--- src/rtl/subnet_packet_rate_limiter_top_assert.svh ---
// assertion macros for the subnet packet rate limiter
// used by the controller; no other dependencies
`ifndef SUBNET_PACKET_RATE_LIMITER_TOP_ASSERT_SVH
`define SUBNET_PACKET_RATE_LIMITER_TOP_ASSERT_SVH
`define SPRL_ASSERT_IMP(label, clk, rst_n, a, c) \
	label: assert property (@(posedge clk) disable iff (!rst_n) (a) |-> (c)) \
		else $error("label failed");
`define SPRL_ASSERT_NEXT(label, clk, rst_n, a, c) \
	label: assert property (@(posedge clk) disable iff (!rst_n) (a) |=> (c)) \
		else $error("label failed");
`endif

--- src/rtl/sprl_pkg.sv ---
// types and constants for the subnet packet rate limiter
// no dependencies
`default_nettype none
package sprl_pkg;
	localparam logic [1:0] CMD_PACKET = 2'd0;
	localparam logic [1:0] CMD_WR_V4 = 2'd1;
	localparam logic [1:0] CMD_WR_V6 = 2'd2;
	localparam logic [1:0] CMD_REMOVE = 2'd3;
	localparam logic [31:0] INTERVAL_RESET = 32'd1000000000;
	localparam logic [32:0] COUNT_MAX = {33{1'b1}};

	typedef enum logic [1:0] {ST_IDLE, ST_MATCH, ST_COUNT, ST_OUT} state_t;

	typedef struct packed {
		logic cfg_wr;
		logic load;
		logic match;
		logic count;
	} ctl_t;

	typedef struct packed {
		logic is_pkt;
	} sts_t;
endpackage
`default_nettype wire

--- src/rtl/sprl_ctrl.sv ---
// handshake controller: accept, match, update, present result, config writes
// depends on sprl_pkg and the assertion header
`default_nettype none
`include "subnet_packet_rate_limiter_top_assert.svh"
module sprl_ctrl (
	input wire logic clk,
	input wire logic arst_n,
	input wire logic cfg_valid,
	output logic cfg_ready,
	input wire logic in_valid,
	output logic in_stall,
	output logic out_valid,
	input wire logic out_stall,
	input wire sprl_pkg::sts_t sts,
	output sprl_pkg::ctl_t ctl
);
	import sprl_pkg::*;
	state_t state_q, state_d;

	always_ff @(posedge clk or negedge arst_n) begin
		if (!arst_n) begin
			state_q <= ST_IDLE;
		end else begin
			state_q <= state_d;
		end
	end

	// load: take request; match: table match or write; count: counter update
	always_comb begin
		state_d = state_q;
		ctl = '0;
		in_stall = 1'b1;
		out_valid = 1'b0;
		cfg_ready = 1'b0;
		case (state_q)
			ST_IDLE: begin
				in_stall = 1'b0;
				cfg_ready = !in_valid;
				ctl.cfg_wr = cfg_valid && !in_valid;
				if (in_valid) begin
					ctl.load = 1'b1;
					state_d = ST_MATCH;
				end
			end
			ST_MATCH: begin
				ctl.match = 1'b1;
				state_d = ST_COUNT;
			end
			ST_COUNT: begin
				ctl.count = 1'b1;
				state_d = ST_OUT;
			end
			ST_OUT: begin
				out_valid = 1'b1;
				if (!out_stall)
					state_d = ST_IDLE;
			end
			default: state_d = ST_IDLE;
		endcase
	end

	`SPRL_ASSERT_NEXT(a_load_then_match, clk, arst_n, ctl.load, state_q == ST_MATCH)
	`SPRL_ASSERT_IMP(a_no_accept_busy, clk, arst_n, state_q != ST_IDLE, in_stall)
	`SPRL_ASSERT_NEXT(a_out_hold, clk, arst_n, out_valid && out_stall, out_valid)
	`SPRL_ASSERT_IMP(a_cfg_idle, clk, arst_n, ctl.cfg_wr, !ctl.load)
	`SPRL_ASSERT_IMP(a_pkt_known, clk, arst_n, ctl.match, !$isunknown(sts.is_pkt))
endmodule
`default_nettype wire
--- config.mk ---
export PLATFORM = sky130hd
export DESIGN_NAME = sprl_ctrl
export DESIGN_NICKNAME = d
export VERILOG_FILES = /design/src/rtl/sprl_pkg.sv /design/src/rtl/sprl_ctrl.sv
export VERILOG_INCLUDE_DIRS = /design/src /design/src/rtl
export SDC_FILE = /design/constraint.sdc
export NUM_CORES = 1
export LEC_CHECK = 0
export BUFFER_PORTS_ARGS = -buffer_cell sky130_fd_sc_hd__buf_2
export CAP_MARGIN = 20
export CORE_AREA = 2 2 39 41
export CTS_CLUSTER_SIZE = 24
export DETAILED_ROUTE_END_ITERATION = 8
export DIE_AREA = 0 0 41 43
export PLACE_DENSITY_LB_ADDON = 0.25
export SYNTH_ARGS = -nofsm -noshare
export SYNTH_HDL_FRONTEND = slang
export SYNTH_SLANG_ARGS = --single-unit
--- constraint.sdc ---
create_clock -name clk -period 1.3 [get_ports clk]
set_input_delay 0.13 -clock clk [delete_from_list [all_inputs] [get_ports clk]]
set_output_delay 0.13 -clock clk [all_outputs]
set_load 0.01 [all_outputs]
==> metrics.md <==
| Metric | Value |
|---|---|
| Part of the cycle the worst path needs | 107% |
| H-tree levels | 1 |
| Post-synthesis compound-gate area fraction | 4.67% |
| Skew final | 0.000123 ns |
| Synth cell types | 9 |
| Top_reg_cell synth | dfrtp_1 |
| DRC violations left | 0 |
| Buf/Inv on CP | 2 |
| Clock Pin Slew Worst Setup and Hold Paths | 0.03 ns |
| CP delay by family, top | flip-flops |
| Vias in the first global route | 189 |
| Core ar. | 1380 µm² |
| Register area share after synthesis | 26.7% |
| Rows | 14 |
| Power density over cell area | 2400 nW/µm² |
| Ys async rst share | 100% |
| PortBufs | 11 |
| Synthesized-area fraction occupied by xor and xnor cells | 0% |
| Register bit total from synthesis | 2 |
| WP data required | 1.40 ns |
| Post-Synth Simple-Gate Area | 16.0% |
| RSZ-0062 raised after global routing | true |
| Min-Delay Path Class | in2async |
| Wl on met1 | 181 µm |
| CTS tree | built |
| FMAX | 720 MHz |
| Final core occ | 32.2% |
| Clock power share | 12.4% |
| Pin count of the biggest net entering global routing | 4 |
| DIE WIDTH | 41 µm |
| Top Ports | 13 |
| Most common cell in the netlist | ha_1 |
| Die Footprint | 1760 µm² |
| Via density | 3.55 |
| Cell area after layout | 445 µm² |
| Largest family of logic cells by synthesized area | adder cells |
| Area delta synth->final | 137% |
| Syn_nets | 28 |
| Switch share | 35.3% |
| Critical Path Max Stage Delay | 0.36 ns |
| Synth top area cells | ha_1 33%, dfrtp_1 27%, mux2_4 8.0%, nor2b_4 7.3%, and2_1 6.7% |
| Top routing layer in use | met3 |
| Yosys warnings | 0 |
| Starting Density | 13.6% |
| GPL Wtd Cong | 0.590 |
| Synth top area share | 33.3% |
| Logic gate share of total power | 76.3% |
| Congestion Overflow GR | 0 |
| Max FFs per register | 2 |
| Max_slew headroom | 91.9% |
| Via count | 206 |
| Max Cap Viol | 0 |
| CP cell instances | inv_2 > ha_4 > nor2b_4 > buf_4 > a21oi_4 > mux2_4 |
| Placed Area | 305 µm² |
| Global-route wire length before repair | 793 µm |
| Sequential Power Share | 11.4% |
| Internal power | 0.000693 W |
| Die H | 43 µm |
| Biggest registers after layout | state_q x2 |
| Worst setup SP type | register |
| CTS sink cnt | 2 |
| Mapped Avg Cell Area | 11.0 µm² |
| Minimum clock period | 1.39 ns |
| Cell count after synthesis | 17 |
| Setup CP Type | reg2reg |
| Met2 Wirelength | 284 µm |
| Final Worst Setup Slack | -0.0884 ns |
| Leakage Power | 0.231 nW |
| Layout cell share with drive strength beyond 1 | 81.0% |
| DP Wirelength | 369 µm |
| Ant diodes | 0 |
| Clk Latency, worst-skew pair | 0.22 ns |
| Arrival time of the worst setup path | 1.49 ns |
| Final antenna-violating net count | 0 |
| Fin. Hold Viols | 0 |
| Post-synth EDFFs | 0 |
| Worst Max-Slew Pin Slew | 0.118 ns |
| Slew Viols, Final | 0 |
| Post-Syn Area | 188 µm² |
| Nets | 55 |
| Initial antenna violation count | 0 |
| Slowest cell on crit path | dfrtp_1 |
| TritonCTS buffer count | 3 |
| DR WL met3 | 70 µm |
| Peak fanout along the critical path | 2 |
| Failing checks | setup timing |
| Tot GR Track Use | 6.72% |
| Drt pass-1 iters | 1 |
| Sw power | 0.000378 W |
| Biggest register | state_q |
| Clk buf depth | 2 |
| Post-synth top cells | 5 x ha_1, 3 x inv_1, 2 x and2_1, 2 x dfrtp_1 |
| Post-synth top area cell | ha_1 |
| Worst vdd ir | 0.997 mV |
| Root Buffer | clkbuf_4 |
| CP endpoint kind | register |
| Status | complete, but fails checks |
| Fraction of synthesized area in multiplexers | 13.3% |
| Final setup viols | 6 |
| Routed WL per cell | 9.24 µm |
| Starting DRC count in detailed routing | 0 |
| WL final | 536 µm |
| Adder-cell area share of the yosys netlist | 33.3% |
timing repair:
action,CTS,global route
pin swaps,2,1
hold endpoints to repair,2,0
setup buffers,5,2
resized for setup,7,6
hold buffers,1,0
setup endpoints to repair,3,6
kinds of logic after synthesis:
family | Yosys count
muxes | 2
adders and majority gates | 5
DFF | 2
AOI/OAI and AO/OA | 1
and+or+nand+nor | 4
buffers and inverters | 3
cell usage in the layout (no fill, tap or decap), types with 2 or more instances in the layout:
cell / n
ha_1: 2
and2_4: 2
ha_4: 2
buf_2: 6
buf_4: 9
inv_2: 2
clkbuf_4: 3
dfrtp_1: 2
buf_6: 6
cell type report:
cell class	instances	area [µm²]
sequential	2	50.0
fill	152	938
tap	16	20.0
inverter	3	11.3
timing repair buffer	22	175
clock buffer	3	22.5
multi-input combinational	12	166
layer usage:
layer  track usage, %  up-vias
met3             1.57        0
met5                0        -
met4             4.00        0
met2             10.3       12
li1                 -      102
met1             8.01       92
power by group through the flow:
stage	Sequential [W]	Clock (W)	Combinational (W)
floorplan	0.000129	0	0.000334
global placement	0.000130	0	0.000525
detailed placement	0.000134	0	0.000544
CTS	0.000121	0.000141	0.000760
global route	0.000125	0.000143	0.000912
finish	0.000122	0.000132	0.000817
worst paths after layout:
path,startpoint,endpoint,slack [ns],cells after the start
hold reg to reg,state_q[0]$_DFFE_PN0P_,state_q[0]$_DFFE_PN0P_,0.69,3
hold / removal,arst_n,state_q[1]$_DFFE_PN0P_,0.23,2
setup reg to reg,state_q[1]$_DFFE_PN0P_,state_q[1]$_DFFE_PN0P_,-0.09,6
min in group clk,out_stall,state_q[1]$_DFFE_PN0P_,0.29,3
max in group asynchronous,arst_n,state_q[0]$_DFFE_PN0P_,0.97,2
setup / recovery,state_q[1]$_DFFE_PN0P_,state_q[1]$_DFFE_PN0P_,-0.09,6
stage by stage:
stage	hold slack, ns	total power, W	setup TNS, ns	cells	setup WS [ns]
6_report	0.229	0.00107	-0.300	58	-0.0884
5_1_grt	0.223	0.00118	-0.690	58	-0.168
4_1_cts	0.218	0.00102	-0.283	57	-0.123
3_5_place_dp	-0.0792	0.000678	-0.0322	48	-0.0322
3_3_place_gp	-0.0852	0.000655	-0.0213	48	-0.0213
2_1_floorplan	-0.166	0.000463	-0.00191	17	-0.00191
(Power assumes the default switching activity.)
